$ cat config.mk
export PLATFORM = sky130hd
export DESIGN_NAME = ctlut_queue
export DESIGN_NICKNAME = d
export VERILOG_FILES = /design/src/hdl/assert_macros.svh /design/src/hdl/ctlut_pkg.sv /design/src/hdl/ctlut_queue.sv
export SDC_FILE = /design/constraint.sdc
export NUM_CORES = 1
export LEC_CHECK = 0
export BUFFER_PORTS_ARGS = -buffer_cell sky130_fd_sc_hd__clkbuf_2
export CAP_MARGIN = 20
export CORE_ASPECT_RATIO = 0.5
export CORE_MARGIN = 5
export CORE_UTILIZATION = 52
export CTS_BUF_LIST = sky130_fd_sc_hd__clkbuf_4 sky130_fd_sc_hd__clkbuf_8 sky130_fd_sc_hd__clkbuf_16
export DETAILED_ROUTE_END_ITERATION = 10
export PLACE_DENSITY_LB_ADDON = 0.12
export SYNTH_ARGS = -nofsm -noshare
export SYNTH_HDL_FRONTEND = slang
export SYNTH_SLANG_ARGS = --single-unit
$ cat constraint.sdc
create_clock -name clk -period 4.6 [get_ports clk]
set_input_delay 1.38 -clock clk [delete_from_list [all_inputs] [get_ports clk]]
set_output_delay 1.38 -clock clk [all_outputs]
set_load 0.02 [all_outputs]
$ cat src/hdl/assert_macros.svh
`ifndef ASSERT_MACROS_SVH
`define ASSERT_MACROS_SVH

// Check an implication in the same cycle.
`define CT_ASSERT_IMP(lbl, a, b) \
	lbl: assert property (@(posedge clk) disable iff (!arst_n) (a) |-> (b)) \
		else $error("ctlut assertion failed");

// Check an implication in the next cycle.
`define CT_ASSERT_NEXT(lbl, a, b) \
	lbl: assert property (@(posedge clk) disable iff (!arst_n) (a) |=> (b)) \
		else $error("ctlut assertion failed");

`endif

$ cat src/hdl/ctlut_pkg.sv
`default_nettype none
package ctlut_pkg;
	localparam int AXIS_CELLS_DEF = 64;
	localparam int CMAX_W = 6;
	localparam int BND_W = 7;
	localparam int IN_W = 48;
	localparam int OUT_W = 8;
	localparam logic [7:0] MULTI_FLAG = 8'h80;
	localparam logic [7:0] MASK_BITS = 8'h7f;

	typedef enum logic [1:0] {
		OP_CLASSIFY = 2'd0,
		OP_ADD      = 2'd1,
		OP_REPLACE  = 2'd2,
		OP_NOP      = 2'd3
	} op_t;

	typedef enum logic [2:0] {
		ST_CLEAR,
		ST_IDLE,
		ST_CLASS,
		ST_READ,
		ST_WRITE,
		ST_DONE
	} state_t;

	typedef struct packed {
		op_t               op;
		logic              empty;
		logic [CMAX_W-1:0] lo_y;
		logic [CMAX_W-1:0] lo_u;
		logic [CMAX_W-1:0] lo_v;
		logic [BND_W-1:0]  hi_y;
		logic [BND_W-1:0]  hi_u;
		logic [BND_W-1:0]  hi_v;
		logic [2:0]        add_class;
		logic [2:0]        from_class;
		logic [7:0]        to_class;
	} job_t;

	function automatic logic [7:0] class_bit(input logic [7:0] k);
		logic [7:0] r;
		r = 8'd0;
		if (k >= 8'd1 && k <= 8'd7) begin
			r = 8'd1 << (k[2:0] - 3'd1);
		end
		return r;
	endfunction

	function automatic logic [7:0] merge_add(input logic [7:0] c, input logic [2:0] k);
		logic [7:0] k8;
		logic [7:0] r;
		k8 = {5'd0, k};
		r = c;
		if ((c & MULTI_FLAG) != 8'd0 && k8 != 8'd0) begin
			r = c | class_bit(k8);
		end else if (c == 8'd0 || k8 == 8'd0) begin
			r = k8;
		end else if (c != k8) begin
			r = class_bit(c) | class_bit(k8) | MULTI_FLAG;
		end
		return r;
	endfunction

	function automatic logic [7:0] merge_replace(input logic [7:0] c,
			input logic [2:0] from, input logic [7:0] to);
		logic [7:0] f8;
		logic [7:0] m;
		logic [7:0] r;
		f8 = {5'd0, from};
		m = c;
		r = c;
		if (c == f8) begin
			r = to;
		end else if (f8 != 8'd0 && (c & MULTI_FLAG) != 8'd0
				&& (c & class_bit(f8)) != 8'd0) begin
			m = c & ~class_bit(f8);
			if ((to & MULTI_FLAG) != 8'd0) begin
				m = m | to;
			end else if (to != 8'd0) begin
				m = m | class_bit(to);
			end
			r = m;
			for (int i = 0; i < 7; i++) begin
				if ((m & MASK_BITS) == (8'd1 << i)) begin
					r = 8'(i + 1);
				end
			end
		end
		return r;
	endfunction
endpackage
`default_nettype wire

$ cat src/hdl/ctlut_queue.sv
`default_nettype none
module ctlut_queue (
	input  wire logic            clk,
	input  wire logic            arst_n,
	input  wire logic            in_valid,
	output logic                 in_ready,
	input  wire ctlut_pkg::job_t in_job,
	output logic                 out_valid,
	input  wire logic            out_pop,
	output ctlut_pkg::job_t      out_job
);
	ctlut_pkg::job_t slots_q [2];
	logic            wr_q;
	logic            rd_q;
	logic [1:0]      count_q;
	logic            push;

	assign in_ready = (count_q != 2'd2);
	assign out_valid = (count_q != 2'd0);
	assign out_job = slots_q[rd_q];
	assign push = in_valid && in_ready;

	always_ff @(posedge clk or negedge arst_n) begin
		if (!arst_n) begin
			wr_q <= 1'b0;
			rd_q <= 1'b0;
			count_q <= 2'd0;
		end else begin
			if (push) begin
				wr_q <= ~wr_q;
			end
			if (out_pop) begin
				rd_q <= ~rd_q;
			end
			case ({push, out_pop})
				2'b10: count_q <= count_q + 2'd1;
				2'b01: count_q <= count_q - 2'd1;
				default: count_q <= count_q;
			endcase
		end
	end

	always_ff @(posedge clk) begin
		if (push) begin
			slots_q[wr_q] <= in_job;
		end
	end
endmodule
`default_nettype wire

==> reports/qor.yml <==
clock.fmax_mhz: 294
maxCapViolCount: 0
rows: 23
post-cts-setup-buffers: 0
timing.slew.headroom_pct: 48.4
cts_max_path_buffers: 2
path_clk_slew_ns: 0.05
crit_fanout: 35
slowest_delay_ns: 0.73
grt-ovfl-total: 0
clock-sinks: 116
drt_iter0_drc: 92
dieWidth_um: 139
async_flop_share_pct: 3.45
synth_area_per_cell_um2: 22.9
synth_cells: 190
crit_type: "register to primary output"
numCtsBuffers: 17
endpoint_kind: "primary output"
worstPathCellList: "buf_12 > mux2_2 > clkbuf_2"
diodes: 0
worstHoldStart: "count_q[1]$_DFFE_PN0P_"
fin_cells: 446
seq_area_frac_synth_pct: 79.7
port_buffers: 117
cp.required_ns: 3.22
fp.coreArea_mm2: 0.00806
drc: 0
post_drt_wl_per_cell_um: 17.3
dieArea_mm2: 0.0104
period_minus_slack_ns: 3.41
pre_cts_slack_ns: 1.58
power_density_mw_per_mm2: 701
crit_path_top_delay_cell: "dfrtp_2"
synth.area.top_cells: "edfxtp_1, mux2_4, mux2_2"
final_util_pct: 69.5
clockRootBuffer: "clkbuf_16"
crit_start: "rd_q$_DFFE_PN0P_"
area_delta_synth_final_pct: 28.7
clockPowerShare_pct: 29.1
synthSimpleGateAreaFrac_pct: 0.691
dpl.hpwl_um: 5240
cp.arrival_ns: 2.03
synthMuxAreaShare_pct: 17.1
synth_compound_area_share_pct: 0
synth_top_area_cell: "edfxtp_1"
max-vdd-ir-drop_mv: 0.456
outcome: "completed"
layout.cell_area.non_filler_mm2: 0.00560
dp_cells: 416
finalCritPeriodShare_pct: 74.0
die_height_um: 74.7
synth_cell_type_count: 14
start_util_pct: 54.0
internal-power_mw: 2.72
swShare_pct: 30.6
hold_viol: 0
p_leak_nw: 2.25
syn_area_mm2: 0.00435
synth_xor_area_share_pct: 1.01
route.vias.total: 2168
grt_antenna_before_repair: 0
drtPass1Iterations: 4
worstSetupStartpointType: "register"
yosys.cell_count.top_type: "edfxtp_1"
rsz0062_at_grt: "no"
drive_above_1_share_pct: 61.7
ys_top_cells_by_count: "edfxtp_1, mux2_4, mux2_2"
viasPerCell: 4.86
ctsHoldBuffers: 0
r2r-start: "count_q[0]$_DFFE_PN0P_"
synth_fa_ha_area_share_pct: 0.288
pin_count: 118
finClkSkew_ns: 0.0100
ctsResizeCount: 0
slew_viol_final: 0
synth_top_family_by_area: "multiplexers"
grt_max_degree: 36
syn_nets: 251
globalplace.congestion: 0.756
net-switching-power_mw: 1.20
tns_ns: 0
wl_um: 7700
grt_pass1_wl_um: 12000
grt_pass1_vias: 2424
ys_ff_latch: 116
h-tree-depth: 4
hold_class: "register to register"
yosys_most_used_dff: "edfxtp_1"
tightest_slew_ns: 0.773
pwr-share-seq_pct: 39.7
r2r_slack_ns: 2.49
synth_edf_count: 112
place_area_mm2: 0.00508
cts_tree: "done"
p_total_mw: 3.92
worst_slack_ns: 1.19
clkLatencyLatePin_ns: 0.40
worst_hold_slack_ns: 0.514
setup_viol: 0
ant_nets: 0
fin_nets: 384
track_usage_pct: 15.8
synth_top_area_share_pct: 77.4
yosys_warnings: 0
pwr-share-comb_pct: 31.1
==> sequential cells by signal, summed over array words and instances, names as in the netlist <==
register,flops
slots_q,112
rd_q,1
wr_q,1
count_q,2
==> path summary, 6_finish.rpt <==
path | cells past startpoint | endpoint
worst max-delay path | 3 | out_job[55]
worst min-delay path | 1 | count_q[1]$_DFFE_PN0P_
worst max register to register | 3 | slots_q[1][19]$_DFFE_PP_
worst min register to register | 1 | count_q[1]$_DFFE_PN0P_
max in group asynchronous | 1 | rd_q$_DFFE_PN0P_
min in group asynchronous | 1 | count_q[0]$_DFFE_PN0P_
==> layer usage <==
layer / part of all wire [%] / vias to the layer above / global-route usage [%]
met1: 39 / 1060 / 17.2
li1: - / 1018 / -
met2: 51 / 81 / 27.2
met3: 8.8 / 9 / 8.44
met4: 0.79 / 0 / 5.53
met5: 0 / - / 0
==> area by class of cell <==
| type | count | area [um^2] |
|---|---|---|
| clock buffer | 21 | 455 |
| clock inverter | 9 | 65.1 |
| fill | 538 | 2460 |
| multi-input combinational | 68 | 838 |
| sequential | 116 | 3460 |
| tap | 112 | 140 |
| timing repair buffer | 120 | 633 |
==> logic make-up after synthesis <==
group | Yosys count
flops | 116
mux | 56
xor+xnor | 5
fa+ha+maj | 1
simple gates | 6
buf+inv | 6
==> worst max-delay path: cells and delay by family (launching register included) <==
family	cells	cell delay (ns)
mux	1	0.38
flops	1	0.73
buf+inv	2	0.50
==> power groups by stage <==
stage                     registers [mW]  clock network, mW  logic (mW)
after CTS                           1.56               1.17        1.25
after floorplan                     1.53                  0       0.931
after global placement              1.56                  0        1.22
after detailed placement            1.58                  0        1.24
final                               1.56               1.14        1.22
after global routing                1.58               1.22        1.30
==> layout by cell type (no fill, tap or decap), types with 2 or more instances in the layout <==
| cell type | Yosys | routed |
|---|---|---|
| buf_12 | 0 | 2 |
| clkinv_2 | 0 | 4 |
| mux2_2 | 26 | 26 |
| clkbuf_16 | 0 | 17 |
| dfrtp_1 | 4 | 3 |
| clkinv_1 | 0 | 4 |
| clkbuf_2 | 0 | 117 |
| xor2_1 | 2 | 2 |
| clkbuf_4 | 0 | 4 |
| mux2_4 | 30 | 30 |
| edfxtp_1 | 112 | 112 |
| xnor2_1 | 3 | 3 |
(Power assumes the default switching activity.)
