==> config.mk <==
export PLATFORM = sky130hd
export DESIGN_NAME = ctlut_front
export DESIGN_NICKNAME = d
export VERILOG_FILES = /design/src/hdl/assert_macros.svh /design/src/hdl/ctlut_pkg.sv /design/src/hdl/ctlut_front.sv
export SDC_FILE = /design/constraint.sdc
export NUM_CORES = 1
export LEC_CHECK = 0
export BUFFER_PORTS_ARGS = -buffer_cell sky130_fd_sc_hd__buf_2
export CORE_ASPECT_RATIO = 0.75
export CORE_MARGIN = 1
export CORE_UTILIZATION = 56
export DETAILED_ROUTE_END_ITERATION = 8
export PLACE_DENSITY = 0.95
export SETUP_SLACK_MARGIN = 0.02
export SYNTH_ARGS = -nofsm -noshare
export SYNTH_HDL_FRONTEND = slang
export SYNTH_SLANG_ARGS = --single-unit
==> constraint.sdc <==
create_clock -name clk -period 7 [get_ports clk]
set_input_delay 2.1 -clock clk [delete_from_list [all_inputs] [get_ports clk]]
set_output_delay 2.1 -clock clk [all_outputs]
set_load 0.05 [all_outputs]
==> src/hdl/assert_macros.svh <==
`ifndef ASSERT_MACROS_SVH
`define ASSERT_MACROS_SVH

// Check an implication in the same cycle.
`define CT_ASSERT_IMP(lbl, a, b) \
	lbl: assert property (@(posedge clk) disable iff (!arst_n) (a) |-> (b)) \
		else $error("ctlut assertion failed");

// Check an implication in the next cycle.
`define CT_ASSERT_NEXT(lbl, a, b) \
	lbl: assert property (@(posedge clk) disable iff (!arst_n) (a) |=> (b)) \
		else $error("ctlut assertion failed");

`endif

==> src/hdl/ctlut_pkg.sv <==
`default_nettype none
package ctlut_pkg;
	localparam int AXIS_CELLS_DEF = 64;
	localparam int CMAX_W = 6;
	localparam int BND_W = 7;
	localparam int IN_W = 48;
	localparam int OUT_W = 8;
	localparam logic [7:0] MULTI_FLAG = 8'h80;
	localparam logic [7:0] MASK_BITS = 8'h7f;

	typedef enum logic [1:0] {
		OP_CLASSIFY = 2'd0,
		OP_ADD      = 2'd1,
		OP_REPLACE  = 2'd2,
		OP_NOP      = 2'd3
	} op_t;

	typedef enum logic [2:0] {
		ST_CLEAR,
		ST_IDLE,
		ST_CLASS,
		ST_READ,
		ST_WRITE,
		ST_DONE
	} state_t;

	typedef struct packed {
		op_t               op;
		logic              empty;
		logic [CMAX_W-1:0] lo_y;
		logic [CMAX_W-1:0] lo_u;
		logic [CMAX_W-1:0] lo_v;
		logic [BND_W-1:0]  hi_y;
		logic [BND_W-1:0]  hi_u;
		logic [BND_W-1:0]  hi_v;
		logic [2:0]        add_class;
		logic [2:0]        from_class;
		logic [7:0]        to_class;
	} job_t;

	function automatic logic [7:0] class_bit(input logic [7:0] k);
		logic [7:0] r;
		r = 8'd0;
		if (k >= 8'd1 && k <= 8'd7) begin
			r = 8'd1 << (k[2:0] - 3'd1);
		end
		return r;
	endfunction

	function automatic logic [7:0] merge_add(input logic [7:0] c, input logic [2:0] k);
		logic [7:0] k8;
		logic [7:0] r;
		k8 = {5'd0, k};
		r = c;
		if ((c & MULTI_FLAG) != 8'd0 && k8 != 8'd0) begin
			r = c | class_bit(k8);
		end else if (c == 8'd0 || k8 == 8'd0) begin
			r = k8;
		end else if (c != k8) begin
			r = class_bit(c) | class_bit(k8) | MULTI_FLAG;
		end
		return r;
	endfunction

	function automatic logic [7:0] merge_replace(input logic [7:0] c,
			input logic [2:0] from, input logic [7:0] to);
		logic [7:0] f8;
		logic [7:0] m;
		logic [7:0] r;
		f8 = {5'd0, from};
		m = c;
		r = c;
		if (c == f8) begin
			r = to;
		end else if (f8 != 8'd0 && (c & MULTI_FLAG) != 8'd0
				&& (c & class_bit(f8)) != 8'd0) begin
			m = c & ~class_bit(f8);
			if ((to & MULTI_FLAG) != 8'd0) begin
				m = m | to;
			end else if (to != 8'd0) begin
				m = m | class_bit(to);
			end
			r = m;
			for (int i = 0; i < 7; i++) begin
				if ((m & MASK_BITS) == (8'd1 << i)) begin
					r = 8'(i + 1);
				end
			end
		end
		return r;
	endfunction
endpackage
`default_nettype wire

==> src/hdl/ctlut_front.sv <==
`default_nettype none
module ctlut_front #(
	parameter int AXIS_CELLS = ctlut_pkg::AXIS_CELLS_DEF
) (
	input  wire logic                       clk,
	input  wire logic                       arst_n,
	input  wire logic                       hold,
	input  wire logic                       s_tvalid,
	output logic                            s_tready,
	input  wire logic [ctlut_pkg::IN_W-1:0] s_tdata,
	output logic                            job_valid,
	input  wire logic                       job_ready,
	output ctlut_pkg::job_t                 job
);
	localparam logic [7:0] NCELLS = 8'(AXIS_CELLS);

	logic            valid_s1;
	ctlut_pkg::job_t job_s1;
	ctlut_pkg::job_t job_d;
	logic [6:0]      size;
	logic [5:0]      half;
	logic [5:0]      c_y, c_u, c_v;
	logic [5:0]      l_y, l_u, l_v;

	function automatic logic [5:0] coord(input logic [7:0] v);
		logic [15:0] p;
		p = 16'({8'd0, v} * 16'(AXIS_CELLS));
		return p[13:8];
	endfunction

	function automatic logic [5:0] low_of(input logic [5:0] c, input logic [5:0] h);
		return (c >= h) ? c - h : 6'd0;
	endfunction

	function automatic logic [6:0] high_of(input logic [5:0] l, input logic [6:0] s);
		logic [7:0] sum;
		sum = {2'd0, l} + {1'b0, s};
		return (sum > NCELLS) ? NCELLS[6:0] : sum[6:0];
	endfunction

	assign size = s_tdata[46:40];
	assign half = size[6:1];
	assign c_y = coord(s_tdata[9:2]);
	assign c_u = coord(s_tdata[17:10]);
	assign c_v = coord(s_tdata[25:18]);
	assign l_y = low_of(c_y, half);
	assign l_u = low_of(c_u, half);
	assign l_v = low_of(c_v, half);

	always_comb begin
		job_d.op = ctlut_pkg::op_t'(s_tdata[1:0]);
		job_d.empty = (size == 7'd0);
		job_d.add_class = s_tdata[28:26];
		job_d.from_class = s_tdata[31:29];
		job_d.to_class = s_tdata[39:32];
		if (job_d.op == ctlut_pkg::OP_CLASSIFY) begin
			job_d.lo_y = c_y;
			job_d.lo_u = c_u;
			job_d.lo_v = c_v;
		end else begin
			job_d.lo_y = l_y;
			job_d.lo_u = l_u;
			job_d.lo_v = l_v;
		end
		job_d.hi_y = high_of(l_y, size);
		job_d.hi_u = high_of(l_u, size);
		job_d.hi_v = high_of(l_v, size);
	end

	assign s_tready = !hold && (!valid_s1 || job_ready);
	assign job_valid = valid_s1;
	assign job = job_s1;

	always_ff @(posedge clk or negedge arst_n) begin
		if (!arst_n) begin
			valid_s1 <= 1'b0;
		end else if (s_tvalid && s_tready) begin
			valid_s1 <= 1'b1;
		end else if (job_ready) begin
			valid_s1 <= 1'b0;
		end
	end

	always_ff @(posedge clk) begin
		if (s_tvalid && s_tready) begin
			job_s1 <= job_d;
		end
	end
endmodule
`default_nettype wire

==> results of run 1 <==
[layout make-up]
| type | count | area [µm²] | area share (%) |
|---|---|---|---|
| Multi-Input combinational cell | 243 | 1917 | 42.04 |
| Sequential cell | 57 | 1707 | 37.43 |
| Timing Repair Buffer | 105 | 530.5 | 11.64 |
| Clock buffer | 12 | 155.1 | 3.403 |
| Tap cell | 81 | 101.3 | 2.223 |
| Inverter | 26 | 97.59 | 2.141 |
| Clock inverter | 4 | 51.30 | 1.125 |
[path summary, 6_finish.rpt]
check / from / endpoint
max in group asynchronous: arst_n / job_valid
worst max-delay path: s_tdata[41] / job[23]
worst max register to register: job_valid / job[47]
worst min register to register: job_valid / job_valid
min in group asynchronous: arst_n / job_valid
worst min-delay path: job_valid / job_valid
[power groups by stage]
stage / sequential (mW) / combinational [mW] / clock (mW)
after floorplan: 0.503 / 0.213 / 0
after global routing: 0.419 / 0.413 / 0.337
final: 0.417 / 0.380 / 0.316
after global placement: 0.423 / 0.363 / 0
after CTS: 0.417 / 0.377 / 0.324
after detailed placement: 0.424 / 0.375 / 0
[sequential cells by signal, summed over array words and instances, names as in the netlist]
register,count
job_valid,1
job,56
[through the flow]
step	hold slack [ns]	cells	cell area, µm²	worst slack [ns]	utilization [%]
3_5_place_dp	0.5220	512	4353	1.194	68.22
2_1_floorplan	0.8194	329	3730	1.844	-
3_3_place_gp	0.4802	512	4353	1.285	68.22
5_1_grt	0.5533	528	4559	1.321	71.45
4_1_cts	0.5357	528	4559	1.548	71.45
6_report	0.5244	528	4559	1.529	71.45
[critical path, delay by kind of cell]
family / cells / cell delay [ns]
xor gates and xnor gates: 1 / 0.15
buffers and inverters: 2 / 0.33
adders and majority gates: 4 / 1.27
and+or+nand+nor: 2 / 0.27
AOI/OAI and AO/OA: 8 / 1.43
[placed cells by master (no fill, tap or decap), drive strengths merged, types with 6 or more instances in the layout]
cell type	count
nor2	27
fa	6
o31ai	12
clkbuf	12
mux2	9
nor2b	10
inv	26
a21oi	20
and3	7
buf	105
nand3	7
nand2	20
edfxtp	56
nor3	10
ha	36
o21ai	13
xnor2	12
a21o	7
[kinds of logic after synthesis]
kind of cell | count (synthesis)
adders and majority gates | 42
and+or+nand+nor | 99
AOI/OAI and AO/OA | 74
muxes | 11
DFF | 57
buffers and inverters | 29
xor gates and xnor gates | 17
[synthesized netlist by cell type (all sizes together)]
master,instances
edfxtp,56
ha,36
nor2,27
inv,26
a21oi,20
nand2,20
o21ai,13
o31ai,12
xnor2,12
nor2b,10
nor3,10
mux2,9
a21o,7
and3,7
nand3,7
fa,6
a31oi,5
xor2,5
a211oi,4
o21a,4
a21boi,3
and2,3
nand2b,3
or4,3
a221oi,2
and3b,2
clkbuf,2
mux2i,2
nor3b,2
o21bai,2
a22oi,1
a31o,1
and2b,1
and4,1
buf,1
dfrtp,1
nand4b,1
nor4,1
or2,1
[metal layers]
metal	part of all wire [%]	GRT usage [%]
met4	1.2	8.624
met5	0	0
met3	9.0	9.271
met1	44	32.28
met2	46	41.53
==> out/results.ini, run 1 <==
[logic_synthesis]
yosysTopAreaCell = edfxtp_1
synth_top_area_share_pct = 45.09
synth_top_family_by_area = adder cells
yosys-top-cells-area = edfxtp_1, ha_1, fa_1
syn_inst = 329
synth-simple-area-share_pct = 13.79
synth_xor_area_share_pct = 3.992
syn_nets = 424
synth-compound-area-share_pct = 14.96
yosys_register_bits = 57
yosysWarnings = 0
syn_area_um2 = 3730
synth_fa_ha_area_share_pct = 15.30
synth_cell_types = 48
yosysSeqAreaShare_pct = 45.76
synth_mux_area_share_pct = 3.254
avgSynthCellArea_um2 = 11.34

[pwr]
finalPower_mw = 1.113
p_sw_mw = 0.3833
seq_power_share_pct = 37.5
peakVddDrop_mv = 0.1246
pwr-share-comb_pct = 34.1
power_leakage_nw = 2.020
power_frac_clock_pct = 28.4
switching_share_pct = 34.44
p_int_mw = 0.7296
power.density_nw_per_um2 = 244.1

[layout]
n_antenna_cell = 0
area_growth_pct = 22.24
n_fill_cell = 440
nNetsFinal = 537
layout-drive-gt1-share_pct = 34.23

[place]
io_buffers = 103
hpwl_mm = 6.461
place.gp.congestion = 0.8605

[die]
die_h_um = 72.68
num_rows = 25
initial_utilization_pct = 58.45
num_io_pins = 111
dieArea_um2 = 6994
die_w_um = 96.24
coreArea_um2 = 6381

[sta]
hold_viol_final = 0
setup_violations = 0
setup-tns-final_ns = 0
finalMaxSlewViolations = 0
fin_crit_sh_pct = 78.16
rsz0062_at_grt = false
relSlewSlack_pct = 53.36
worst_slew_pin_slew_ns = 0.6996
fin_crit_ns = 5.471
skew_ns = 0.007093
max_freq_ghz = 0.1828

[hold_path]
hold_class = register to register
hold_path_depth = 1

[clock_network]
worstSkewPairLatency_ns = 0.35
ctsHoldBuffers = 0
postCtsSetupBuffers = 0
clk_path_buf_depth = 2
htree_levels = 3
root_buffer = clkbuf_8
cts_tree = built
clkTransAtPathRegs_ns = 0.06
numCtsBuffers = 9
cts_num_sinks = 57
cts_resized = 0

[grt]
grt_pass1_wl_mm = 13.14
grt_use_total_pct = 25.79
antenna_found_initial = 0
overflow = 0
grt_start_max_net_pins = 58
first_global_vias = 2795

[route]
drt-total-wl_mm = 8.536
num_vias = 2980
routed_via_density = 5.644
drtIter0Drc = 155
drc = 0
ant_nets = 0
wl_per_cell_um = 16.17
drt_pass1_iterations = 4

[worst_setup_path]
worstPathCellList = buf_2 -> ha_1 -> inv_1 -> fa_1 -> a21o_1 -> a21oi_2 -> o21ai_2 -> a21oi_4 -> nor2_1 -> ha_1 -> fa_1 -> a21o_1 -> a21oi_1 -> o21ai_1 -> xnor2_1 -> o21ai_1 -> and3_1
cp_data_arrival_time_ns = 5.57
required_ns = 7.10
cp-start-kind = input pin
critPathKind = input pin to register
cp_slowest_cell = fa_1
reg2regPathDepth = 3
ff2ff_setup_slack_ns = 5.35
cp_slowest_stage_delay_ns = 0.41
crit_fanout = 10
worstSetupEndpointType = register

[status]
status = finished, final reports clean

[run]
max_cap_violations = 0

(Power assumes the default switching activity.)
==> inputs of run 2 (changes only) <==
--- a/config.mk
+++ b/config.mk
@@ -5,12 +5,13 @@
 export SDC_FILE = /design/constraint.sdc
 export NUM_CORES = 1
 export LEC_CHECK = 0
+export ABC_AREA = 1
 export BUFFER_PORTS_ARGS = -buffer_cell sky130_fd_sc_hd__buf_2
 export CORE_ASPECT_RATIO = 0.75
 export CORE_MARGIN = 1
-export CORE_UTILIZATION = 56
+export CORE_UTILIZATION = 48
 export DETAILED_ROUTE_END_ITERATION = 8
-export PLACE_DENSITY = 0.95
+export PLACE_DENSITY = 0.86
 export SETUP_SLACK_MARGIN = 0.02
 export SYNTH_ARGS = -nofsm -noshare
 export SYNTH_HDL_FRONTEND = slang
==> constraint.sdc (replaced) <==
create_clock -name clk -period 4.4 [get_ports clk]
set_input_delay 1.32 -clock clk [delete_from_list [all_inputs] [get_ports clk]]
set_output_delay 1.32 -clock clk [all_outputs]
set_load 0.05 [all_outputs]
==> run 2 against run 1 <==
Against the previous run:
- worst setup slack lost 1.1 ns
- power grew 84%
- clock skew is essentially flat
- clock power grew 120%
- cell count grew 37%
- sequential cell count is the same
- first-iteration DRC count grew 55%
- area after synthesis grew 11%
- wire length grew 19%
- worst hold slack gained 0.029 ns
- critical path depth grew 2
- highest routed layer unchanged
==> out/results.ini, run 2 <==
[logic_synthesis]
yosys_register_bits = 57  ; unchanged
synth.most_common_cell = nand2_1
yosysWarnings = 0  ; unchanged
synth_top_area_share_pct = 40.57  ; -4.5 points
synth_edf_count = 56  ; unchanged
synth_async_sr_flop_share_pct = 1.754  ; unchanged
syn_nets = 591  ; +39%
synth_cell_types = 37  ; -23%
avgSynthCellArea_um2 = 8.357  ; -26%
yosysSeqAreaShare_pct = 41.17  ; -4.6 points
synth_common_cells = nand2_1, inv_1, edfxtp_1, nand3_1, ha_1
syn_area_um2 = 4145  ; +11%
yosys-top-cells-area = edfxtp_1, nand2_1, ha_1
syn_inst = 496  ; +51%
yosysTopAreaCell = edfxtp_1
synth-main-ff-cell = edfxtp_1

[clock_network]
cts_resized = 0  ; unchanged
clkTransAtPathRegs_ns = 0.05  ; about the same
cts_tree = built
postCtsSetupBuffers = 0  ; unchanged
numCtsBuffers = 9  ; unchanged
clk_path_buf_depth = 2  ; unchanged
ctsHoldBuffers = 0  ; unchanged
htree_levels = 3  ; unchanged
root_buffer = clkbuf_16
worstSkewPairLatency_ns = 0.33  ; -0.02 ns
cts_num_sinks = 57  ; unchanged

[die]
dieArea_um2 = 9015  ; +29%
num_io_pins = 111  ; unchanged
coreArea_um2 = 8128  ; +27%
die_w_um = 109.3  ; +14%
num_rows = 28  ; +12%
initial_utilization_pct = 51.00  ; -7.5 points
die_h_um = 82.48  ; +13%

[sta]
max_freq_ghz = 0.2498
finalMaxSlewViolations = 0  ; unchanged
rsz0062_at_grt = false
setup_violations = 0  ; unchanged
fin_crit_sh_pct = 90.98
worst_slew_pin_slew_ns = 0.7114  ; +0.01174 ns
fin_crit_ns = 4.003
setup-tns-final_ns = 0  ; unchanged
relSlewSlack_pct = 52.57  ; -0.78 points
skew_ns = 0.007112  ; +0.00001963 ns
hold_viol_final = 0  ; unchanged

[worst_setup_path]
cp-start-kind = input pin
critPathKind = input pin to register
required_ns = 4.57  ; -2.53 ns
worstSetupEndpointType = register
cp_data_arrival_time_ns = 4.18  ; -1.39 ns
crit_fanout = 6  ; -4

[layout]
largest_register_ffs = 56  ; unchanged
regArea_um2 = 1707  ; unchanged
final_cell_mix = nand2_1, buf_2, inv_1
utilization_pct = 63.33  ; -8.1 points
nNetsFinal = 710  ; +32%
layout_commonest_cell = nand2_1
n_fill_cell = 666  ; +51%
layout-drive-gt1-share_pct = 26.45  ; -7.8 points
multiInputGateArea_um2 = 2120  ; +11%
n_antenna_cell = 0  ; unchanged
area_growth_pct = 24.18
stdcell_area_um2 = 5147  ; +13%

[run]
max_cap_violations = 0  ; unchanged

[route]
wl_per_cell_um = 14.01  ; -13%
num_vias = 3875  ; +30%
routed_via_density = 5.345  ; -5.3%
drt-total-wl_mm = 10.16  ; +19%
drtIter0Drc = 240  ; +55%
drt_pass1_iterations = 5  ; +1
ant_nets = 0  ; unchanged
drc = 0  ; unchanged

[grt]
overflow = 0  ; unchanged
grt_use_total_pct = 23.38  ; -2.4 points
grt_pass1_wl_mm = 15.96  ; +21%
first_global_vias = 3651  ; +31%
grt_start_max_net_pins = 57  ; -1.7%
antenna_found_initial = 0  ; unchanged

[place]
place.gp.congestion = 0.9228  ; +7.2%
io_buffers = 103  ; unchanged
hpwl_mm = 7.776  ; +20%
place_area_um2 = 4852  ; +11%

[pwr]
pwr-share-comb_pct = 33.6  ; -0.5 points
finalPower_mw = 2.043  ; +84%
seq_power_share_pct = 32.3  ; -5.2 points
p_int_mw = 1.305  ; +79%
power_leakage_nw = 2.617  ; +30%
switching_share_pct = 36.11  ; +1.7 points
power.density_nw_per_um2 = 396.9  ; +63%
p_sw_mw = 0.7378  ; +93%
peakVddDrop_mv = 0.1926  ; +55%
power_frac_clock_pct = 34.1  ; +5.7 points

[hold_path]
hold_class = register to register

[status]
status = finished, final reports clean

## run 2: logic make-up (layout without fill, tap and decap cells)
| logic type | Yosys count | after routing | synth area share (%) |
|---|---|---|---|
| AOI/OAI and AO/OA | 61 | 61 | 9.387 |
| xor gates and xnor gates | 2 | 2 | 0.4227 |
| adders and majority gates | 42 | 42 | 13.76 |
| buffers and inverters | 87 | 211 | 7.968 |
| DFF | 57 | 57 | 41.17 |
| and+or+nand+nor | 247 | 247 | 27.29 |
## run 2: per-stage QoR
| step | hold WS [ns] | std cells | worst slack, ns |
|---|---|---|---|
| floorplan | 0.7939 | 496 | 0.3626 |
| global placement | 0.5321 | 709 | 0.2455 |
| detailed placement | 0.5444 | 709 | 0.08785 |
| CTS | 0.5525 | 725 | 0.4267 |
| global route | 0.5951 | 725 | 0.1369 |
| finish | 0.5534 | 725 | 0.3970 |
## run 2: final cells by class
class	count	area share (%)
repair buffers	112	11.33
multi-input cells	352	41.18
clock buffers	9	4.375
inverters	83	6.053
flip-flops and latches	57	33.16
well taps	105	2.552
clock inverters	7	1.361
## run 2: routing by layer
| metal | vias up | wire [µm] | GRT usage, % |
|---|---|---|---|
| met2 | 169 | 4790 | 40.44 |
| met5 | - | 0 | 0 |
| met1 | 1775 | 4485 | 28.83 |
| met4 | 0 | 199 | 9.467 |
| li1 | 1908 | - | - |
| met3 | 23 | 679 | 4.710 |
## run 2: power by group through the flow
| stage | registers, mW | logic, mW | clock network (mW) |
|---|---|---|---|
| 2_1_floorplan | 0.793 | 0.391 | 0 |
| 6_report | 0.661 | 0.686 | 0.696 |
| 4_1_cts | 0.661 | 0.682 | 0.704 |
| 3_3_place_gp | 0.671 | 0.652 | 0 |
| 3_5_place_dp | 0.671 | 0.677 | 0 |
| 5_1_grt | 0.664 | 0.760 | 0.727 |
## run 2: path summary, 6_finish.rpt
check                      slack [ns]  depth (start not counted)         from   endpoint
setup / recovery                 0.40                         19  s_tdata[45]    job[17]
hold / removal                   0.55                          2    job_valid  job_valid
setup reg to reg                 2.78                          4    job_valid    job[51]
hold reg to reg                  0.55                          2    job_valid  job_valid
max in group asynchronous        3.55                          1       arst_n  job_valid
min in group asynchronous        0.76                          1       arst_n  job_valid
## run 2: critical path, cell delays in order
cell and delay [ns]:
buf_2 0.14, inv_1 0.14, ha_1 0.41, nand2_1 0.17, inv_1 0.09, nand4_1 0.14, o211ai_4 0.14, inv_2 0.06
nor2_1 0.09, ha_1 0.17, inv_1 0.05, fa_1 0.39, inv_1 0.14, nand3_1 0.11, nand3_1 0.10, nand2_1 0.09
nor2_1 0.13, nand3_2 0.13, a21oi_1 0.18
